<file path="config.mk">
export PLATFORM = sky130hd
export DESIGN_NAME = positional_list_table_top_flat
export DESIGN_NICKNAME = d
export VERILOG_FILES = /design/src/hdl/plt_pkg.sv /design/src/hdl/plt_req_if.sv /design/src/hdl/plt_rsp_if.sv /design/src/hdl/plt_cell.sv /design/src/hdl/positional_list_table_top.sv /design/src/flat_wrapper.sv
export SDC_FILE = /design/constraint.sdc
export NUM_CORES = 2
export LEC_CHECK = 0
export ABC_AREA = 1
export ABC_CLOCK_PERIOD_IN_PS = 7900
export BUFFER_PORTS_ARGS = -buffer_cell sky130_fd_sc_hd__buf_2
export CAP_MARGIN = 20
export CORE_ASPECT_RATIO = 1.4
export CORE_MARGIN = 3
export CORE_UTILIZATION = 30
export DETAILED_ROUTE_END_ITERATION = 7
export PLACE_DENSITY_LB_ADDON = 0.15
export SETUP_SLACK_MARGIN = 0.2
export SLEW_MARGIN = 5
export SYNTH_ARGS = -nofsm -noshare
export SYNTH_HDL_FRONTEND = slang
export SYNTH_SLANG_ARGS = --single-unit
</file>
<file path="constraint.sdc">
create_clock -name clk -period 7.9 [get_ports clk]
set_clock_uncertainty 0.05 [all_clocks]
set_input_delay 0.395 -clock clk [delete_from_list [all_inputs] [get_ports clk]]
set_output_delay 0.395 -clock clk [all_outputs]
set_load 0.02 [all_outputs]
</file>
<file path="src/hdl/plt_pkg.sv">
package plt_pkg;

	localparam int CAPACITY_DEF = 16;
	localparam int VALUE_WIDTH_DEF = 32;

	localparam logic [2:0] OP_INSERT = 3'd0;
	localparam logic [2:0] OP_DELETE = 3'd1;
	localparam logic [2:0] OP_GET = 3'd2;
	localparam logic [2:0] OP_SET = 3'd3;
	localparam logic [2:0] OP_FIND = 3'd4;
	localparam logic [2:0] OP_DELVAL = 3'd5;
	localparam logic [2:0] OP_PUSH = 3'd6;
	localparam logic [2:0] OP_POP = 3'd7;

	localparam logic [2:0] ST_OK = 3'd0;
	localparam logic [2:0] ST_RANGE = 3'd1;
	localparam logic [2:0] ST_FULL = 3'd2;
	localparam logic [2:0] ST_NOTFOUND = 3'd3;
	localparam logic [2:0] ST_EMPTY = 3'd4;

	// Command broadcast to every cell of the chain.
	typedef struct packed {
		logic ins;
		logic rem;
		logic wr;
	} cell_ctl_t;

	typedef struct packed {
		logic [2:0] status;
		logic [31:0] data;
		logic [3:0] index;
		logic [4:0] count;
	} res_t;

endpackage

</file>
<file path="src/hdl/plt_req_if.sv">
interface plt_req_if;
	logic valid;
	logic ready;
	logic [2:0] op;
	logic [4:0] pos;
	logic [31:0] value;

	modport source (output valid, output op, output pos, output value, input ready);
	modport sink (input valid, input op, input pos, input value, output ready);
endinterface

</file>
<file path="src/hdl/plt_rsp_if.sv">
interface plt_rsp_if;
	logic valid;
	logic ready;
	logic [2:0] status;
	logic [31:0] data;
	logic [3:0] index;
	logic [4:0] count;

	modport source (output valid, output status, output data, output index, output count,
		input ready);
	modport sink (input valid, input status, input data, input index, input count,
		output ready);
endinterface

</file>
<file path="src/hdl/plt_cell.sv">
module plt_cell #(
	parameter int VALUE_WIDTH = plt_pkg::VALUE_WIDTH_DEF,
	parameter int XW = 5,
	parameter int IDX = 0
) (
	input  logic clk,
	input  logic arst_n,
	input  plt_pkg::cell_ctl_t ctl,
	input  logic [XW-1:0] pos,
	input  logic [XW-1:0] cnt,
	input  logic [VALUE_WIDTH-1:0] wval,
	input  logic [VALUE_WIDTH-1:0] left_in,
	input  logic [VALUE_WIDTH-1:0] right_in,
	output logic [VALUE_WIDTH-1:0] entry,
	output logic match
);

	localparam logic [XW-1:0] MY = XW'(IDX);

	logic [VALUE_WIDTH-1:0] entry_q;

	always_ff @(posedge clk or negedge arst_n) begin
		if (!arst_n) begin
			entry_q <= '0;
		end else if (ctl.ins) begin
			if (MY == pos) begin
				entry_q <= wval;
			end else if (MY > pos && MY <= cnt) begin
				entry_q <= left_in;
			end
		end else if (ctl.rem) begin
			// Entries past the count are always zero, so the tail pulls in zeros.
			if (MY >= pos) begin
				entry_q <= right_in;
			end
		end else if (ctl.wr) begin
			if (MY == pos) begin
				entry_q <= wval;
			end else if (MY >= cnt && MY < pos) begin
				entry_q <= '0;
			end
		end
	end

	assign entry = entry_q;
	assign match = (entry_q == wval) && (MY < cnt);

endmodule

</file>
<file path="src/hdl/positional_list_table_top.sv">
// Positional operations (insert, delete, get, set, push, pop): result registered in the output
// stage together with the cell chain update; one item per cycle while the skid entry is empty.
// Find and delete by value: the match vector is scanned eight cells per cycle, lowest group
// first, and no new item is taken until the scan has produced its result.
// A two-entry output stage lets a new item enter while one result waits to be taken.
// arst_n clears every entry and the count asynchronously; the block is ready right after.
module positional_list_table_top #(
	parameter int CAPACITY = plt_pkg::CAPACITY_DEF,
	parameter int VALUE_WIDTH = plt_pkg::VALUE_WIDTH_DEF
) (
	input  logic clk,
	input  logic arst_n,
	plt_req_if.sink req,
	plt_rsp_if.source rsp
);

	localparam int CW = $clog2(CAPACITY + 1);
	localparam int IW = $clog2(CAPACITY);
	localparam int XW = (CW > 5) ? CW : 5;
	localparam int NG = (CAPACITY + 7) / 8;
	localparam int GW = (NG > 1) ? $clog2(NG) : 1;
	localparam int MW = NG * 8;

	localparam logic S_IDLE = 1'b0;
	localparam logic S_SCAN = 1'b1;

	logic state_q;
	logic [CW-1:0] cnt_q;
	logic [MW-1:0] mv_q;
	logic [GW-1:0] g_q;
	logic dv_q;
	plt_pkg::res_t out_q, hold_q;
	logic out_v_q, hold_v_q;

	logic [VALUE_WIDTH-1:0] ent [CAPACITY];
	logic [CAPACITY-1:0] mt;
	logic [VALUE_WIDTH-1:0] wval;
	plt_pkg::cell_ctl_t ctl;
	logic [XW-1:0] cpos, pos_x, cnt_x;
	logic [CW-1:0] cnt_n;
	logic [IW-1:0] rd_idx, sidx;
	logic [VALUE_WIDTH-1:0] rd_data;
	logic [2:0] first;
	logic hit, last, acc, res_v;
	plt_pkg::res_t res;

	assign acc = req.valid && req.ready;
	assign req.ready = (state_q == S_IDLE) && !hold_v_q;
	assign wval = VALUE_WIDTH'(req.value);
	assign pos_x = XW'(req.pos);
	assign cnt_x = XW'(cnt_q);

	genvar gi;
	generate
		for (gi = 0; gi < CAPACITY; gi++) begin : g_cell
			logic [VALUE_WIDTH-1:0] lft, rgt;
			if (gi == 0) begin : g_first
				assign lft = '0;
			end else begin : g_mid_l
				assign lft = ent[gi-1];
			end
			if (gi == CAPACITY - 1) begin : g_last
				assign rgt = '0;
			end else begin : g_mid_r
				assign rgt = ent[gi+1];
			end
			plt_cell #(
				.VALUE_WIDTH(VALUE_WIDTH),
				.XW(XW),
				.IDX(gi)
			) u_cell (
				.clk(clk),
				.arst_n(arst_n),
				.ctl(ctl),
				.pos(cpos),
				.cnt(cnt_x),
				.wval(wval),
				.left_in(lft),
				.right_in(rgt),
				.entry(ent[gi]),
				.match(mt[gi])
			);
		end
	endgenerate

	assign rd_data = ent[rd_idx];

	// Lowest match in the current group of eight.
	always_comb begin
		first = '0;
		for (int k = 7; k >= 0; k--) begin
			if (mv_q[k]) begin
				first = 3'(k);
			end
		end
	end
	assign hit = |mv_q[7:0];
	assign last = (g_q == GW'(NG - 1));
	assign sidx = IW'({g_q, first});

	always_comb begin
		ctl = '0;
		cpos = pos_x;
		rd_idx = IW'(pos_x);
		cnt_n = cnt_q;
		res_v = 1'b0;
		res = '0;
		res.status = plt_pkg::ST_OK;
		if (state_q == S_SCAN) begin
			cpos = XW'(sidx);
			rd_idx = sidx;
			if (hit) begin
				res_v = 1'b1;
				res.index = 4'(sidx);
				if (dv_q) begin
					ctl.rem = 1'b1;
					res.data = 32'(rd_data);
					cnt_n = cnt_q - CW'(1);
				end
			end else if (last) begin
				res_v = 1'b1;
				res.status = plt_pkg::ST_NOTFOUND;
			end
		end else if (acc) begin
			unique case (req.op)
				plt_pkg::OP_INSERT: begin
					res_v = 1'b1;
					if (pos_x > cnt_x) begin
						res.status = plt_pkg::ST_RANGE;
					end else if (cnt_q == CW'(CAPACITY)) begin
						res.status = plt_pkg::ST_FULL;
					end else begin
						ctl.ins = 1'b1;
						cnt_n = cnt_q + CW'(1);
					end
				end
				plt_pkg::OP_DELETE: begin
					res_v = 1'b1;
					if (pos_x >= cnt_x) begin
						res.status = plt_pkg::ST_RANGE;
					end else begin
						ctl.rem = 1'b1;
						res.data = 32'(rd_data);
						cnt_n = cnt_q - CW'(1);
					end
				end
				plt_pkg::OP_GET: begin
					res_v = 1'b1;
					if (pos_x >= cnt_x) begin
						res.status = plt_pkg::ST_RANGE;
					end else begin
						res.data = 32'(rd_data);
					end
				end
				plt_pkg::OP_SET: begin
					res_v = 1'b1;
					if (pos_x >= XW'(CAPACITY)) begin
						res.status = plt_pkg::ST_RANGE;
					end else begin
						ctl.wr = 1'b1;
						if (pos_x >= cnt_x) begin
							cnt_n = CW'(pos_x + XW'(1));
						end
					end
				end
				plt_pkg::OP_FIND, plt_pkg::OP_DELVAL: begin
					// Result comes from the scan.
				end
				plt_pkg::OP_PUSH: begin
					res_v = 1'b1;
					cpos = cnt_x;
					if (cnt_q == CW'(CAPACITY)) begin
						res.status = plt_pkg::ST_FULL;
					end else begin
						ctl.ins = 1'b1;
						cnt_n = cnt_q + CW'(1);
					end
				end
				plt_pkg::OP_POP: begin
					res_v = 1'b1;
					cpos = XW'(cnt_q - CW'(1));
					rd_idx = IW'(cnt_q - CW'(1));
					if (cnt_q == '0) begin
						res.status = plt_pkg::ST_EMPTY;
					end else begin
						ctl.rem = 1'b1;
						res.data = 32'(rd_data);
						cnt_n = cnt_q - CW'(1);
					end
				end
				default: begin
				end
			endcase
		end
		res.count = 5'(cnt_n);
	end

	always_ff @(posedge clk or negedge arst_n) begin
		if (!arst_n) begin
			state_q <= S_IDLE;
			cnt_q <= '0;
			g_q <= '0;
			dv_q <= 1'b0;
		end else begin
			cnt_q <= cnt_n;
			if (state_q == S_SCAN) begin
				if (hit || last) begin
					state_q <= S_IDLE;
				end else begin
					g_q <= g_q + GW'(1);
				end
			end else if (acc && (req.op == plt_pkg::OP_FIND || req.op == plt_pkg::OP_DELVAL)) begin
				state_q <= S_SCAN;
				g_q <= '0;
				dv_q <= (req.op == plt_pkg::OP_DELVAL);
			end
		end
	end

	always_ff @(posedge clk) begin
		if (state_q == S_SCAN) begin
			mv_q <= mv_q >> 8;
		end else if (acc) begin
			mv_q <= MW'(mt);
		end
	end

	// Output register with one skid entry behind it.
	always_ff @(posedge clk or negedge arst_n) begin
		if (!arst_n) begin
			out_v_q <= 1'b0;
			hold_v_q <= 1'b0;
		end else if (hold_v_q && (!out_v_q || rsp.ready)) begin
			out_v_q <= 1'b1;
			hold_v_q <= 1'b0;
		end else if (res_v) begin
			if (!out_v_q || rsp.ready) begin
				out_v_q <= 1'b1;
			end else begin
				hold_v_q <= 1'b1;
			end
		end else if (out_v_q && rsp.ready) begin
			out_v_q <= 1'b0;
		end
	end

	always_ff @(posedge clk) begin
		if (hold_v_q && (!out_v_q || rsp.ready)) begin
			out_q <= hold_q;
		end else if (res_v) begin
			if (!out_v_q || rsp.ready) begin
				out_q <= res;
			end else begin
				hold_q <= res;
			end
		end
	end

	assign rsp.valid = out_v_q;
	assign rsp.status = out_q.status;
	assign rsp.data = out_q.data;
	assign rsp.index = out_q.index;
	assign rsp.count = out_q.count;

	a_cnt_bound: assert property (@(posedge clk) disable iff (!arst_n)
		cnt_q <= CW'(CAPACITY))
		else $error("entry count exceeds capacity");

	a_hold_behind_out: assert property (@(posedge clk) disable iff (!arst_n)
		hold_v_q |-> out_v_q)
		else $error("skid entry valid with empty output register");

	a_tail_zero: assert property (@(posedge clk) disable iff (!arst_n)
		(cnt_q < CW'(CAPACITY)) |-> (ent[CAPACITY-1] == '0))
		else $error("entry past the count is not zero");

	a_scan_group: assert property (@(posedge clk) disable iff (!arst_n)
		(state_q == S_SCAN) |-> (g_q <= GW'(NG - 1)))
		else $error("scan ran past the last group");

	a_single_result: assert property (@(posedge clk) disable iff (!arst_n)
		(acc && req.op != plt_pkg::OP_FIND && req.op != plt_pkg::OP_DELVAL) |-> res_v)
		else $error("positional operation produced no result");

endmodule
</file>
<file path="src/flat_wrapper.sv">
// flat-port wrapper written by rule: the top's interface ports become plain ports
module positional_list_table_top_flat 
#(
	parameter int CAPACITY = plt_pkg::CAPACITY_DEF,
	parameter int VALUE_WIDTH = plt_pkg::VALUE_WIDTH_DEF
)
  (clk, arst_n, req_valid, req_op, req_pos, req_value, req_ready, rsp_valid, rsp_status, rsp_data, rsp_index, rsp_count, rsp_ready);
  plt_req_if req_i ();
  plt_rsp_if rsp_i ();
  input  logic clk;
  input  logic arst_n;
  input wire logic [$bits(req_i.valid)-1:0] req_valid;
  input wire logic [$bits(req_i.op)-1:0] req_op;
  input wire logic [$bits(req_i.pos)-1:0] req_pos;
  input wire logic [$bits(req_i.value)-1:0] req_value;
  output wire logic [$bits(req_i.ready)-1:0] req_ready;
  output wire logic [$bits(rsp_i.valid)-1:0] rsp_valid;
  output wire logic [$bits(rsp_i.status)-1:0] rsp_status;
  output wire logic [$bits(rsp_i.data)-1:0] rsp_data;
  output wire logic [$bits(rsp_i.index)-1:0] rsp_index;
  output wire logic [$bits(rsp_i.count)-1:0] rsp_count;
  input wire logic [$bits(rsp_i.ready)-1:0] rsp_ready;
  assign req_i.valid = req_valid;
  assign req_i.op = req_op;
  assign req_i.pos = req_pos;
  assign req_i.value = req_value;
  assign req_ready = req_i.ready;
  assign rsp_valid = rsp_i.valid;
  assign rsp_status = rsp_i.status;
  assign rsp_data = rsp_i.data;
  assign rsp_index = rsp_i.index;
  assign rsp_count = rsp_i.count;
  assign rsp_i.ready = rsp_ready;
  positional_list_table_top #(.CAPACITY(CAPACITY), .VALUE_WIDTH(VALUE_WIDTH)) u_core (.clk(clk), .arst_n(arst_n), .req(req_i), .rsp(rsp_i));
endmodule
</file>
After elaboration in Yosys (flattened, before gate mapping)
Cells that the tools add are included.
{"block": "op_classes", "n_addsub": 4, "order_cmp": 100, "eq_ne": 74, "muxes": 209, "n_bitwise": 4, "n_reduce_logical": 108}
{"cell": "$mux 32", "n": 133}
{"cell": "$eq 32x32->1", "n": 16}
{"cell": "$mux 44", "n": 3}
{"cell": "$bmux 32 s4", "n": 1}
{"cell": "$ge 4x5->1 const A", "n": 16}
{"cell": "$lt 4x5->1 const A", "n": 16}
{"cell": "$mux 35", "n": 2}
{"cell": "$pmux 32 s2", "n": 1}
{"cell": "$reduce_and 4->1", "n": 16}
{"cell": "$reduce_bool 4->1", "n": 16}
{"cell": "$mux 5", "n": 12}
{"cell": "$logic_and 1x1->1", "n": 53}
{"cell": "$ne 3x3->1 const B", "n": 17}
{"cell": "$ne 3x2->1 const B", "n": 16}
{"cell": "$eq 4x5->1 const A", "n": 8}
{"cell": "$ge 3x5->1 const A", "n": 8}
{"cell": "$gt 4x5->1 const A", "n": 8}
{"cell": "$le 4x5->1 const A", "n": 8}
{"cell": "$lt 3x5->1 const A", "n": 8}
{"cell": "$mux 36", "n": 1}
{"cell": "$mux 3", "n": 11}
{"cell": "$mux 1", "n": 31}
{"cell": "$pmux 5 s5", "n": 1}
{"cell": "$eq 3x5->1 const A", "n": 4}
{"cell": "other kinds (42)", "n": 93}
{"block": "totals", "ff_bits": 626, "inputBits": 44}

Longest topological paths before layout
{"block": "logic_depth", "word_depth": 20, "mapped_depth": 22, "depth_no_buf": 20}

Hierarchy
Synthesis repeated with hierarchy kept, for this count alone.
{"block": "unflattened", "cells_unflattened": 9231, "hier_area_um2": 55244.2}
{"module": "positional_list_table_top", "instances": 1, "cells_per_inst": 1694, "area_per_inst_um2": 10861.7}
{"module": "plt_cell (u_core.g_cell[0].u_cell)", "instances": 1, "cells_per_inst": 542, "area_per_inst_um2": 3015.4}
{"module": "plt_cell (u_core.g_cell[10].u_cell)", "instances": 1, "cells_per_inst": 500, "area_per_inst_um2": 3012.9}
{"module": "plt_cell (u_core.g_cell[7].u_cell)", "instances": 1, "cells_per_inst": 493, "area_per_inst_um2": 2972.9}
{"module": "plt_cell (u_core.g_cell[1].u_cell)", "instances": 1, "cells_per_inst": 534, "area_per_inst_um2": 2935.3}
{"module": "plt_cell (u_core.g_cell[12].u_cell)", "instances": 1, "cells_per_inst": 492, "area_per_inst_um2": 2776.4}
{"module": "plt_cell (u_core.g_cell[4].u_cell)", "instances": 1, "cells_per_inst": 460, "area_per_inst_um2": 2765.2}
{"module": "plt_cell (u_core.g_cell[2].u_cell)", "instances": 1, "cells_per_inst": 460, "area_per_inst_um2": 2755.1}
{"module": "plt_cell (u_core.g_cell[3].u_cell)", "instances": 1, "cells_per_inst": 460, "area_per_inst_um2": 2747.6}
{"module": "plt_cell (u_core.g_cell[8].u_cell)", "instances": 1, "cells_per_inst": 475, "area_per_inst_um2": 2745.1}
{"module": "plt_cell (u_core.g_cell[13].u_cell)", "instances": 1, "cells_per_inst": 470, "area_per_inst_um2": 2741.4}
{"module": "plt_cell (u_core.g_cell[9].u_cell)", "instances": 1, "cells_per_inst": 418, "area_per_inst_um2": 2741.4}
{"module": "plt_cell (u_core.g_cell[6].u_cell)", "instances": 1, "cells_per_inst": 493, "area_per_inst_um2": 2691.3}
{"module": "plt_cell (u_core.g_cell[14].u_cell)", "instances": 1, "cells_per_inst": 454, "area_per_inst_um2": 2683.8}
{"module": "+3 rows"}

Worst setup path before layout
Ideal clock, no wire load.
{"block": "synth_path", "path_type": "reg2reg", "startpoint": "register u_core.state_q", "endpoint": "register u_core.hold_q[0] (netlist bit), enable pin", "setup_time_ns": 0.445, "arrival_ns": 3.039, "required_time_ns": 7.405, "setup_slack_ns": 4.365, "path_stages_with_launch": 6, "n_path_buf": 3, "synth_period_minus_slack_ns": 3.535, "path_cell_list": "dfrtp_1 buf_2 buf_1 clkbuf_1 a21oi_1 nor2_1"}
{"block": "synth_between", "elab_chain_cells": 6}
{"item": "start, declared", "line": "positional_list_table_top.sv:27", "rtl": "logic state_q;"}
{"item": "start signal, assigned", "line": "positional_list_table_top.sv:200", "rtl": "state_q <= S_IDLE;"}
{"item": "start signal, assigned", "line": "positional_list_table_top.sv:208", "rtl": "state_q <= S_IDLE;"}
{"item": "start signal, assigned", "line": "positional_list_table_top.sv:213", "rtl": "state_q <= S_SCAN;"}
{"item": "$not 1->1 (no line)"}
{"item": "$logic_and 1x1->1", "line": "positional_list_table_top.sv:48", "rtl": "assign req.ready = (state_q == S_IDLE) && !hold_v_q;"}
{"item": "$logic_and 1x1->1", "line": "positional_list_table_top.sv:47", "rtl": "assign acc = req.valid && req.ready;"}
{"item": "$mux 1", "line": "positional_list_table_top.sv:124", "rtl": "end else if (acc) begin"}
{"item": "$mux 1 *", "line": "positional_list_table_top.sv:109", "rtl": "if (state_q == S_SCAN) begin"}
{"item": "$reduce_and 3->1 (no line) *"}
{"item": "end signal, assigned", "line": "positional_list_table_top.sv:254", "rtl": "hold_q <= res;"}
{"item": "end, declared", "line": "positional_list_table_top.sv:32", "rtl": "plt_pkg::res_t out_q, hold_q;"}
Every way passes the cells marked *; elsewhere a longest branch is shown, timed or not.
A chain may end at the register's enable or synchronous reset.

Worst setup path in the final report
{"block": "layout_path", "startpoint": "register u_core.state_q", "endpoint": "register u_core.g_cell[1].u_cell.entry_q[31]"}
{"block": "layout_between", "elab_chain_cells": 10, "word_cells_on_any_way": 25, "classes_between": "3 x order compare; 3 x eq/ne; 11 x mux; 1 x bitwise; 7 x reduce/logical"}
{"item": "parallel branches: the longest is 10 deep, another holds $gt 1x5->1"}
{"item": "end signal, assigned", "line": "plt_cell.sv:27", "rtl": "entry_q <= wval;"}
{"item": "end signal, assigned", "line": "plt_cell.sv:34", "rtl": "entry_q <= right_in;"}
{"item": "end signal, assigned", "line": "plt_cell.sv:38", "rtl": "entry_q <= wval;"}
{"item": "end, declared", "line": "plt_cell.sv:20", "rtl": "logic [VALUE_WIDTH-1:0] entry_q;"}
Parallel ways; which one is timed is not known. The select of a mux whose other input is x is not followed.

==> results_dict.tcl <==
set metrics [dict create \
    routed_via_density 5.95 \
    row_count 175 \
    path_common_cell "nand2_2" \
    track_usage 0.371 \
    outcome "complete, no violations" \
    worst-setup-path-type "flop to flop" \
    nets 7719 \
    r2r_slack_ps 1980 \
    min_period_over_period 0.749 \
    max_stage_delay_ps 700 \
    syn-instance-count 7923 \
    hold-path-endpoint "u_core.dv_q" \
    nFillCells 18266 \
    core_um2 162000 \
    maxCapViolations 0 \
    place_area_um2 51400 \
    initial_core_util 0.302 \
    internal-power_mw 7.62 \
    ys_types 59 \
    p_switching_mw 7.44 \
    pre_cts_ws_ps 2120 \
    rr_worst_depth 16 \
    gp_congestion 1.06 \
    die_area_um2 169000 \
    h-tree-depth 3 \
    avgSynthCellArea_um2 6.20 \
    synth_seq_cells 626 \
    r2r_start "u_core.state_q" \
    ys_warn_count 0 \
    dp_hpwl_um 226000 \
    cp_slowest_cell "nor2_2" \
    hold_class "primary input to flop" \
    period_minus_slack_ps 5920 \
    hold_depth 4 \
    cts_buffer_depth 3 \
    syn_area_um2 49100 \
    worstPathRequired_ps 8510 \
    design.portCount 90 \
    clkTransAtPathRegs_ps 70 \
    fmax_mhz 169 \
    timing.rr.end "u_core.g_cell[1].u_cell.entry[31]" \
    swShare 0.494 \
    cts_sinks 626 \
    worst_hold_startpoint "req_op[1]" \
    cts_tree "done" \
    startpoint_type "flop" \
    finalSetupViolations 0 \
    p_per_area_nw_per_um2 278 \
    routedWlPerCell_um 32.7 \
    grt_antenna_before_repair 25 \
    vias 58678 \
    io_buffers 89 \
    maxSlewViolCount 0 \
    final_hold_viol_count 0 \
    vdd_drop_max_mv 0.181 \
    gr-total-overflow 0 \
    holdWs_ps 105 \
    grt_pass1_vias 54288 \
    grt_max_degree 147 \
    synthToLayoutAreaGrowth_pct 10.4 \
    syn-num-nets 7979 \
    drt_iter0_drc 7962 \
    design_area_um2 54200 \
    synth_flop_cell "dfrtp_1" \
    ys_seq_area_frac 0.328 \
    endpoint_kind "flop" \
    cp.arrival_ps 6530 \
    layout_setup_ws_ps 1980 \
    ant_nets 0 \
    cts_made_buffers 80 \
    ctsResizeCount 0 \
    routed_wl_um 322000 \
    tns_ps 0 \
    combPwrFrac 0.390 \
    dr.pass1.iters 6 \
    grt_pass1_wl_um 445000 \
    clkPwrFrac 0.270 \
    rsz0062_at_grt "no" \
    worst_pin_slew_ps 1300 \
    synth_edf_count 96 \
    cp_cell_sequence "nor2_4 > nand2_2 > nor2_1 > nand3_1 > nand2_1 > nand2_2 > inv_2 > nand2_2 > nor2_2 > nand2_2 > nand3_1 > nand2_2 > nor2_4 > buf_4 > nand2_1 > o21ai_1" \
    drcViolationCount 0 \
    slew_headroom 0.134 \
    die_w_um 348 \
    cellLeakagePower_nw 25.4 \
    clk_latency_ps 760 \
    root_buffer "clkbuf_16" \
    drive_gt1_frac 0.0721 \
    die_h_um 485 \
    cp_max_fo 41 \
    seq_power_share 0.340 \
    postSynth.asyncResetShare 0.834 \
]
## sequential cells by signal, summed over array words and instances, names as in the netlist
signal                      count
u_core.g_q                      1
u_core.cnt_q                    5
u_core.rsp.data                32
u_core.rsp.index                4
u_core.rsp.valid                1
u_core.state_q                  1
u_core.dv_q                     1
u_core.hold_v_q                 1
u_core.rsp.status               3
u_core.rsp.count                5
u_core.hold_q                  44
u_core.mv_q                    16
u_core.g_cell.u_cell.entry    512
## kinds of logic (layout without fill, tap and decap cells)
| family | after synthesis | count (layout) | synth area share |
|---|---|---|---|
| AOI/OAI and AO/OA | 966 | 966 | 0.110 |
| xor gates and xnor gates | 238 | 238 | 0.0424 |
| adders and majority gates | 12 | 12 | 0.00306 |
| buffers and inverters | 951 | 754 | 0.0780 |
| DFF | 626 | 626 | 0.328 |
| other | 0 | 12 | 0 |
| and+or+nand+nor | 5130 | 5130 | 0.439 |
## layer usage
layer  up-vias  GRT usage  part of all wire
met1     28466      0.442              0.37
met5         -          0           0.00025
li1      25438          -                 -
met2      3680      0.566              0.43
met3      1082     0.0795             0.092
met4        12      0.321              0.10
## metrics by stage
stage	power [mW]	utilization	std cells
6_report	15.1	0.334	9862
5_1_grt	15.5	0.333	9852
4_1_cts	14.8	0.333	9846
3_5_place_dp	10.7	0.316	9698
3_3_place_gp	10.7	0.316	9695
2_1_floorplan	7.86	-	7923
## critical path, delay by kind of cell, from the launching register on
family	cells	cell delay, ps
AND/OR/NAND/NOR	13	4170
AO/OA/AOI/OAI	1	120
buffers and inverters	2	730
flip-flops	1	680
## worst max path at each step
stage / start / endpoint / slack, ps / cells past startpoint
finish: u_core.state_q / u_core.g_cell[1].u_cell.entry[31] / 1980 / 16
global route: u_core.state_q / u_core.g_cell[1].u_cell.entry[17] / 1850 / 16
CTS: u_core.state_q / u_core.g_cell[1].u_cell.entry[13] / 2110 / 16
detailed placement: u_core.state_q / u_core.g_cell[1].u_cell.entry[13] / 2120 / 16
global placement: u_core.state_q / u_core.g_cell[1].u_cell.entry[13] / 1980 / 16
floorplan: u_core.state_q / u_core.hold_q[0] / 4370 / 5
## cells in the mapped netlist (86+ instances only)
cell | count | share of area
a21oi_1 | 139 | 0.014
buf_2 | 158 | 0.016
clkbuf_1 | 380 | 0.029
dfrtp_1 | 522 | 0.27
edfxtp_1 | 96 | 0.059
inv_1 | 290 | 0.022
nand2_1 | 3349 | 0.26
nand3_1 | 1250 | 0.13
nand4_1 | 86 | 0.011
nor2_1 | 238 | 0.018
o21ai_0 | 431 | 0.044
o21ai_1 | 188 | 0.019
xnor2_1 | 98 | 0.017
xor2_1 | 140 | 0.025
## area by class of cell
cell class,instances,area (µm²),share of cell area
multi-input combinational,6346,29400,0.542
sequential,626,16100,0.297
tap,2124,2660,0.0490
clock buffer,111,2290,0.0422
timing repair buffer,293,2120,0.0391
inverter,316,1190,0.0220
clock inverter,34,427,0.00787
antenna,12,30.0,0.000554
## timing repair
item | in CTS | in global routing
buffers inserted | 0 | 0
endpoints found under the hold margin | 78 | 0
hold buffers | 3 | 0
## cells in the final DEF (no fill, tap or decap), types with 14 or more instances in the layout
master	instances
or2_2	52
clkbuf_16	81
buf_2	90
nand2_2	20
o21bai_1	35
buf_4	187
nand3_1	1248
xor2_1	140
clkbuf_1	15
inv_2	21
o21ai_0	429
o211ai_1	17
o22ai_1	54
nand2_1	3334
xnor2_1	97
and3_1	33
a21oi_1	137
inv_1	285
dfrtp_1	522
nor4_1	42
nand4_1	86
o2111ai_1	30
nor2_1	231
edfxtp_1	96
a221oi_1	14
nor3_1	49
o21ai_1	181
clkbuf_8	15
## power groups by stage
stage          Clock (mW)  Sequential [mW]  Combinational [mW]
4_1_cts              4.11             5.04                5.67
3_5_place_dp            0             5.10                5.64
2_1_floorplan           0             4.54                3.32
5_1_grt              4.20             5.12                6.19
3_3_place_gp            0             5.10                5.64
6_report             4.06             5.11                5.88
(Power assumes the default switching activity.)
